`config.mk`:
```
export PLATFORM = sky130hd
export DESIGN_NAME = ttce_front
export DESIGN_NICKNAME = d
export VERILOG_FILES = /design/src/hdl/ttce_pkg.sv /design/src/hdl/ttce_front.sv
export SDC_FILE = /design/constraint.sdc
export NUM_CORES = 1
export LEC_CHECK = 0
export BUFFER_PORTS_ARGS = -buffer_cell sky130_fd_sc_hd__buf_2
export CAP_MARGIN = 10
export CORE_MARGIN = 4
export CORE_UTILIZATION = 40
export DETAILED_ROUTE_END_ITERATION = 10
export SYNTH_ARGS = -nofsm -noshare
export SYNTH_HDL_FRONTEND = slang
export SYNTH_SLANG_ARGS = --single-unit
export TNS_END_PERCENT = 10
```
`constraint.sdc`:
```
create_clock -name i_clk -period 7.5 [get_ports i_clk]
set_input_delay 1.5 -clock i_clk [delete_from_list [all_inputs] [get_ports i_clk]]
set_output_delay 1.5 -clock i_clk [all_outputs]
set_load 0.02 [all_outputs]
```
`src/hdl/ttce_pkg.sv`:
```
`timescale 1ns / 1ps
`default_nettype none
// ----------------------------------------------------------------------------
// ttce_pkg
// Shared types and codes for the character terminal engine.
// ----------------------------------------------------------------------------
package ttce_pkg;

    localparam logic [7:0] CH_HOME    = 8'h01;
    localparam logic [7:0] CH_CUR_ON  = 8'h02;
    localparam logic [7:0] CH_CUR_OFF = 8'h03;
    localparam logic [7:0] CH_BELL    = 8'h07;
    localparam logic [7:0] CH_BELL_HI = 8'h87;
    localparam logic [7:0] CH_BS      = 8'h08;
    localparam logic [7:0] CH_LF      = 8'h0A;
    localparam logic [7:0] CH_FF      = 8'h0C;
    localparam logic [7:0] CH_CR      = 8'h0D;
    localparam logic [7:0] CH_CLR_EOS = 8'h14;
    localparam logic [7:0] CH_RIGHT   = 8'h15;
    localparam logic [7:0] CH_CLR_EOL = 8'h16;
    localparam logic [7:0] CH_INS_LN  = 8'h17;
    localparam logic [7:0] CH_CLR_LN  = 8'h18;
    localparam logic [7:0] CH_DEL_LN  = 8'h19;
    localparam logic [7:0] CH_UP      = 8'h1A;
    localparam logic [7:0] CH_UP_ALT  = 8'h1C;
    localparam logic [7:0] CH_ESC     = 8'h1B;
    localparam logic [7:0] CH_DEL     = 8'h7F;
    localparam logic [7:0] CH_EQ      = 8'h3D;
    localparam logic [7:0] CH_Y       = 8'h59;
    localparam logic [7:0] CH_BIAS    = 8'h20;
    localparam logic [6:0] BLANK      = 7'h20;

    // classified operations passed from front to back
    localparam logic [3:0] OP_NONE   = 4'd0;
    localparam logic [3:0] OP_READ   = 4'd1;
    localparam logic [3:0] OP_HOME   = 4'd2;
    localparam logic [3:0] OP_CON    = 4'd3;
    localparam logic [3:0] OP_COFF   = 4'd4;
    localparam logic [3:0] OP_BELL   = 4'd5;
    localparam logic [3:0] OP_BS     = 4'd6;
    localparam logic [3:0] OP_LF     = 4'd7;
    localparam logic [3:0] OP_FF     = 4'd8;
    localparam logic [3:0] OP_CR     = 4'd9;
    localparam logic [3:0] OP_CLREOS = 4'd10;
    localparam logic [3:0] OP_RIGHT  = 4'd11;
    localparam logic [3:0] OP_CLREOL = 4'd12;
    localparam logic [3:0] OP_INSLN  = 4'd13;
    localparam logic [3:0] OP_CLRLN  = 4'd14;
    localparam logic [3:0] OP_DELLN  = 4'd15;

    typedef struct packed {
        logic [3:0] op;
        logic       is_up;
        logic       is_store;
        logic       is_rub;
        logic       is_goto;
        logic [7:0] arg_a;
        logic [7:0] arg_b;
    } t_cmd;

endpackage
`default_nettype wire

```
`src/hdl/ttce_front.sv`:
```
`timescale 1ns / 1ps
`default_nettype none
// ----------------------------------------------------------------------------
// ttce_front
// Accepts requests, tracks the escape sequence and classifies each byte.
// Holds a two-entry queue of classified commands for the back end.
// ----------------------------------------------------------------------------
module ttce_front (
    input  wire                 i_clk,
    input  wire                 i_rst_n,
    input  wire                 i_valid,
    output logic                o_stall,
    input  wire                 i_opcode,
    input  wire  [7:0]          i_char_code,
    input  wire  [4:0]          i_read_row,
    input  wire  [6:0]          i_read_col,
    output logic                o_cmd_valid,
    input  wire                 i_cmd_take,
    output ttce_pkg::t_cmd      o_cmd
);
    ttce_pkg::t_cmd r_q [2];
    logic [1:0] r_cnt;
    logic       r_rd;
    logic [1:0] r_esc;
    logic [7:0] r_row_hold;
    logic [1:0] n_esc;
    logic [7:0] n_row_hold;
    ttce_pkg::t_cmd c;
    logic acc;
    logic push;

    assign o_stall = (r_cnt == 2'd2);
    assign acc = i_valid && !o_stall;
    assign o_cmd_valid = (r_cnt != 2'd0);
    assign o_cmd = r_q[r_rd];

    always_comb begin
        c = '0;
        c.op = ttce_pkg::OP_NONE;
        n_esc = r_esc;
        n_row_hold = r_row_hold;
        if (i_opcode) begin
            c.op = ttce_pkg::OP_READ;
            c.arg_a = {3'd0, i_read_row};
            c.arg_b = {1'b0, i_read_col};
        end else if (r_esc == 2'd1) begin
            n_esc = (i_char_code == ttce_pkg::CH_EQ || i_char_code == ttce_pkg::CH_Y)
                    ? 2'd2 : 2'd0;
        end else if (r_esc == 2'd2) begin
            n_row_hold = i_char_code - ttce_pkg::CH_BIAS;
            n_esc = 2'd3;
        end else if (r_esc == 2'd3) begin
            c.is_goto = 1'b1;
            c.arg_a = r_row_hold;
            c.arg_b = i_char_code - ttce_pkg::CH_BIAS;
            n_esc = 2'd0;
        end else begin
            c.arg_a = i_char_code;
            unique case (i_char_code) inside
                ttce_pkg::CH_HOME:    c.op = ttce_pkg::OP_HOME;
                ttce_pkg::CH_CUR_ON:  c.op = ttce_pkg::OP_CON;
                ttce_pkg::CH_CUR_OFF: c.op = ttce_pkg::OP_COFF;
                ttce_pkg::CH_BELL, ttce_pkg::CH_BELL_HI: c.op = ttce_pkg::OP_BELL;
                ttce_pkg::CH_BS:      c.op = ttce_pkg::OP_BS;
                ttce_pkg::CH_LF:      c.op = ttce_pkg::OP_LF;
                ttce_pkg::CH_FF:      c.op = ttce_pkg::OP_FF;
                ttce_pkg::CH_CR:      c.op = ttce_pkg::OP_CR;
                ttce_pkg::CH_CLR_EOS: c.op = ttce_pkg::OP_CLREOS;
                ttce_pkg::CH_RIGHT:   c.op = ttce_pkg::OP_RIGHT;
                ttce_pkg::CH_CLR_EOL: c.op = ttce_pkg::OP_CLREOL;
                ttce_pkg::CH_INS_LN:  c.op = ttce_pkg::OP_INSLN;
                ttce_pkg::CH_CLR_LN:  c.op = ttce_pkg::OP_CLRLN;
                ttce_pkg::CH_DEL_LN:  c.op = ttce_pkg::OP_DELLN;
                ttce_pkg::CH_UP, ttce_pkg::CH_UP_ALT: c.is_up = 1'b1;
                ttce_pkg::CH_ESC:     n_esc = 2'd1;
                ttce_pkg::CH_DEL:     c.is_rub = 1'b1;
                default: begin
                    if ((i_char_code >= 8'h20 && i_char_code < 8'h7F) ||
                        (i_char_code >= 8'h84 && i_char_code <= 8'h86)) begin
                        c.is_store = 1'b1;
                    end
                end
            endcase
        end
    end

    // every accepted request yields exactly one command
    assign push = acc;

    always_ff @(posedge i_clk) begin
        if (!i_rst_n) begin
            r_cnt <= 2'd0;
            r_rd <= 1'b0;
            r_esc <= 2'd0;
            r_row_hold <= 8'd0;
        end else begin
            if (acc) begin
                r_esc <= n_esc;
                r_row_hold <= n_row_hold;
            end
            if (push) begin
                r_q[r_rd ^ r_cnt[0]] <= c;
            end
            if (i_cmd_take) begin
                r_rd <= ~r_rd;
            end
            r_cnt <= r_cnt + {1'b0, push} - {1'b0, i_cmd_take};
        end
    end
endmodule
`default_nettype wire

```
==> metrics.log <==
INFO  metric outcome = completed
INFO  metric cts.path.max_buffers = 2
INFO  metric synth_top_family_by_area = simple AND/OR/NAND/NOR gates
INFO  metric drt-total-wl = 5954 um
INFO  metric final-instance-count-excl-fill = 401
INFO  metric detailedRoute.firstPassIterationCount = 4
INFO  metric cts.root.buffer_cell = sky130_fd_sc_hd__clkbuf_8
INFO  metric power_density = 243.6 mW/mm^2
INFO  metric number_of_buffer_cells_added_on_primary_ports = 50
INFO  metric cts_num_sinks = 62
INFO  metric fin_crit_sh = 46.67%
INFO  metric syn-mean-instance-area = 12.14 um^2
INFO  metric postLayoutCoreUtil = 48.66%
INFO  metric worst_clock_skew = 0.008775 ns
INFO  metric floorplan.die_area = 0.009043 mm^2
INFO  metric worstPathRequired = 6.00 ns
INFO  metric synth_area_leaders = sky130_fd_sc_hd__edfxtp_1, sky130_fd_sc_hd__dfxtp_1, sky130_fd_sc_hd__mux2_2, sky130_fd_sc_hd__mux2i_1, sky130_fd_sc_hd__ha_1
INFO  metric synth_fp_nets = 283
INFO  metric setup_ws = 4.000 ns
INFO  metric critical_path.reg2reg.startpoint = r_esc[0]
INFO  metric seq_power_share = 48.6%
INFO  metric global_placer_s_final_weighted_congestion = 0.7374
INFO  metric num-nets-final = 330
INFO  metric count_of_standard_cell_rows = 31
INFO  metric crit_arrival = 2.00 ns
INFO  metric final_setup_violation_count = 0
INFO  metric grt_antenna_before_repair = 0
INFO  metric worstSetupEndpointType = output port
INFO  metric synth_mux_area_share = 13.53%
INFO  metric final_common_cell = sky130_fd_sc_hd__buf_2
INFO  metric count_of_final_hold_check_violations = 0
INFO  metric start_kind = register
INFO  metric drt_first_iter_violations = 64
INFO  metric synthesis.instances = 250
INFO  metric share_of_async_settable_or_async_resettable_flops_after_synthesis = 0%
INFO  metric p_clk_share = 32.8%
INFO  metric critical_path_peak_fanout = 24
INFO  metric grtUsageTotal = 14.45%
INFO  metric vias_per_cell = 5.002
INFO  metric worst_hold_path_type = reg -> reg
INFO  metric totalNegativeSetupSlack = 0 ns
INFO  metric synthFlopType = sky130_fd_sc_hd__edfxtp_1
INFO  metric antenna-diode-count = 0
INFO  metric grt_first_pass_wirelength = 9584 um
INFO  metric die_w = 95.10 um
INFO  metric die_height = 95.10 um
INFO  metric register_bit_count_reported_by_yosys = 62
INFO  metric finalMaxSlewViolations = 0
INFO  metric p_sw = 0.0002420 W
INFO  metric area_growth = 17.57%
INFO  metric yosys_warnings = 0
INFO  metric cts_made_buffers = 9
INFO  metric path_buf_inv = 1
INFO  metric clk_pin_slew = 0.07 ns
INFO  metric synth-edff-count = 48
INFO  metric post_cts_resize_count = 0
INFO  metric maxCapViolations = 0
INFO  metric floorplan.io_pins = 51
INFO  metric yosys.area_share.adder = 3.299%
INFO  metric h-tree-depth = 3
INFO  metric max-vdd-ir-drop = 0.1346 mV
INFO  metric r2r_end = r_q[0][21]
INFO  metric max_freq = 0.2857 GHz
INFO  metric grt.overflow.total = 0
INFO  metric hpwlAfterDp = 4094 um
INFO  metric syn-cell-area = 0.003034 mm^2
INFO  metric crit_cells = 2
INFO  metric r2r.worst_path.cells = 5
INFO  metric placedCellCount = 385
INFO  metric layout_common_cells = sky130_fd_sc_hd__buf_2, sky130_fd_sc_hd__edfxtp_1, sky130_fd_sc_hd__mux2_2
INFO  metric core_area = 0.007331 mm^2
INFO  metric timing.critical_path.slowest_stage_cell = sky130_fd_sc_hd__dfxtp_1
INFO  metric placement.setup.worst_slack = 4.235 ns
INFO  metric crit_path_max_incr_delay = 1.06 ns
INFO  metric min_clock_period_post_route = 3.500 ns
INFO  metric slew_headroom = 25.09%
INFO  metric antenna_violation_net_count_after_detailed_routing = 0
INFO  metric post_synthesis_sequential_area_ratio = 56.74%
INFO  metric worst_slew_pin_slew = 1.122 ns
INFO  metric power_leakage = 1.339 nW
INFO  metric wl_per_cell = 14.85 um
INFO  metric cts_setup_buffers = 0
INFO  metric drc = 0
INFO  metric cpLargestDelayFamily = flip-flops
INFO  metric crit_end = o_cmd[18]
INFO  metric yosysTopAreaCellShare = 47.51%
INFO  metric p_int = 0.0006269 W
INFO  metric reg2reg_setup_slack = 5.13 ns
INFO  metric grt_max_degree = 25
INFO  metric category_of_the_critical_setup_timing_path = reg -> out
INFO  metric yosys.area.top_type = sky130_fd_sc_hd__edfxtp_1
INFO  metric net_switching_fraction_of_the_power = 27.85%
INFO  metric path_cells = mux2_2 -> buf_2
INFO  metric post_synth_and_or_nand_nor_area_fraction = 13.69%
INFO  metric cts.hold.buffers_added = 0
INFO  metric post_route_cells_drive_above_1_share = 33.77%
INFO  metric floorplan.initialDensity = 41.39%
INFO  metric synth.distinct_cells = 44
INFO  metric synth_compound_gate_area_share = 7.505%
INFO  metric tritoncts = yes
INFO  metric worst_skew_pair.late_latency = 0.34 ns
INFO  metric route.vias.total = 2006
INFO  metric via_count_of_the_first_global_routing_pass = 2003
INFO  metric rsz0062_at_grt = no
INFO  metric comb_power_share = 18.6%
INFO  metric yosys.area_share.xor_xnor = 1.732%
==> tightest hold or removal path, cell delays in order, from the launching register on <==
cell and delay (ns):
sky130_fd_sc_hd__dfxtp_1 0.33, sky130_fd_sc_hd__mux2i_1 0.07, sky130_fd_sc_hd__nor2_1 0.07
==> cell families after synthesis <==
family | count (synthesis)
xor gates and xnor gates | 6
muxes | 38
buffers and inverters | 26
DFF | 62
adders and majority gates | 8
and+or+nand+nor | 76
AOI/OAI and AO/OA | 34
==> metal layers <==
metal / routed length (um) / global-route usage, % / vias to the layer above
met1: 2584 / 16.96 / 964
met3: 237 / 4.499 / 7
met2: 3043 / 24.20 / 31
li1: - / - / 1004
met5: 0 / 0 / -
met4: 89 / 6.490 / 0
==> power by group through the flow <==
stage	clock, W	sequential [W]	combinational, W
floorplan	0	0.000424	0.000118
global placement	0	0.000430	0.000163
detailed placement	0	0.000431	0.000165
CTS	0.000293	0.000424	0.000165
global route	0.000311	0.000426	0.000179
finish	0.000285	0.000423	0.000161
==> worst min path at each step <==
stage / to / depth (start not counted) / startpoint / slack, ns
floorplan: r_row_hold[0] / 2 / r_row_hold[0] / 0.46
global placement: r_row_hold[0] / 2 / r_row_hold[0] / 0.47
detailed placement: r_row_hold[3] / 2 / r_row_hold[3] / 0.48
CTS: r_row_hold[5] / 2 / r_row_hold[5] / 0.50
global route: r_row_hold[1] / 2 / r_row_hold[1] / 0.53
finish: r_row_hold[2] / 2 / r_row_hold[2] / 0.50
==> cell type report <==
| type | instances | area (um^2) |
|---|---|---|
| fill | 692 | 3764 |
| sequential | 62 | 1722 |
| multi-input combinational | 162 | 1216 |
| timing repair buffer | 53 | 272.8 |
| clock buffer | 9 | 123.9 |
| tap | 99 | 123.9 |
| clock inverter | 7 | 75.07 |
| inverter | 9 | 33.78 |
==> flip-flops by register name, indices dropped and copies added (netlist names), named ones only <==
| signal | flops |
|---|---|
| r_q | 48 |
| r_row_hold | 8 |
| r_cnt | 2 |
| r_esc | 2 |
| r_rd | 1 |
==> cells in the mapped netlist, types with 7 or more instances <==
cell and instances:
sky130_fd_sc_hd__o21ai_0 10, sky130_fd_sc_hd__ha_1 8, sky130_fd_sc_hd__mux2i_1 14, sky130_fd_sc_hd__dfxtp_1 14
sky130_fd_sc_hd__nor2_1 20, sky130_fd_sc_hd__nand2_1 16, sky130_fd_sc_hd__edfxtp_1 48, sky130_fd_sc_hd__inv_1 9
sky130_fd_sc_hd__nand2b_1 7, sky130_fd_sc_hd__clkbuf_1 14, sky130_fd_sc_hd__mux2_2 24
==> metrics by stage <==
stage / instance area, um^2 / hold slack, ns / total power, W
2_1_floorplan: 3034 / 0.4601 / 0.0005424
5_1_grt: 3567 / 0.5299 / 0.0009168
6_report: 3567 / 0.4999 / 0.0008688
3_3_place_gp: 3368 / 0.4722 / 0.0005930
4_1_cts: 3567 / 0.5024 / 0.0008819
3_5_place_dp: 3368 / 0.4833 / 0.0005959
(Power assumes the default switching activity.)
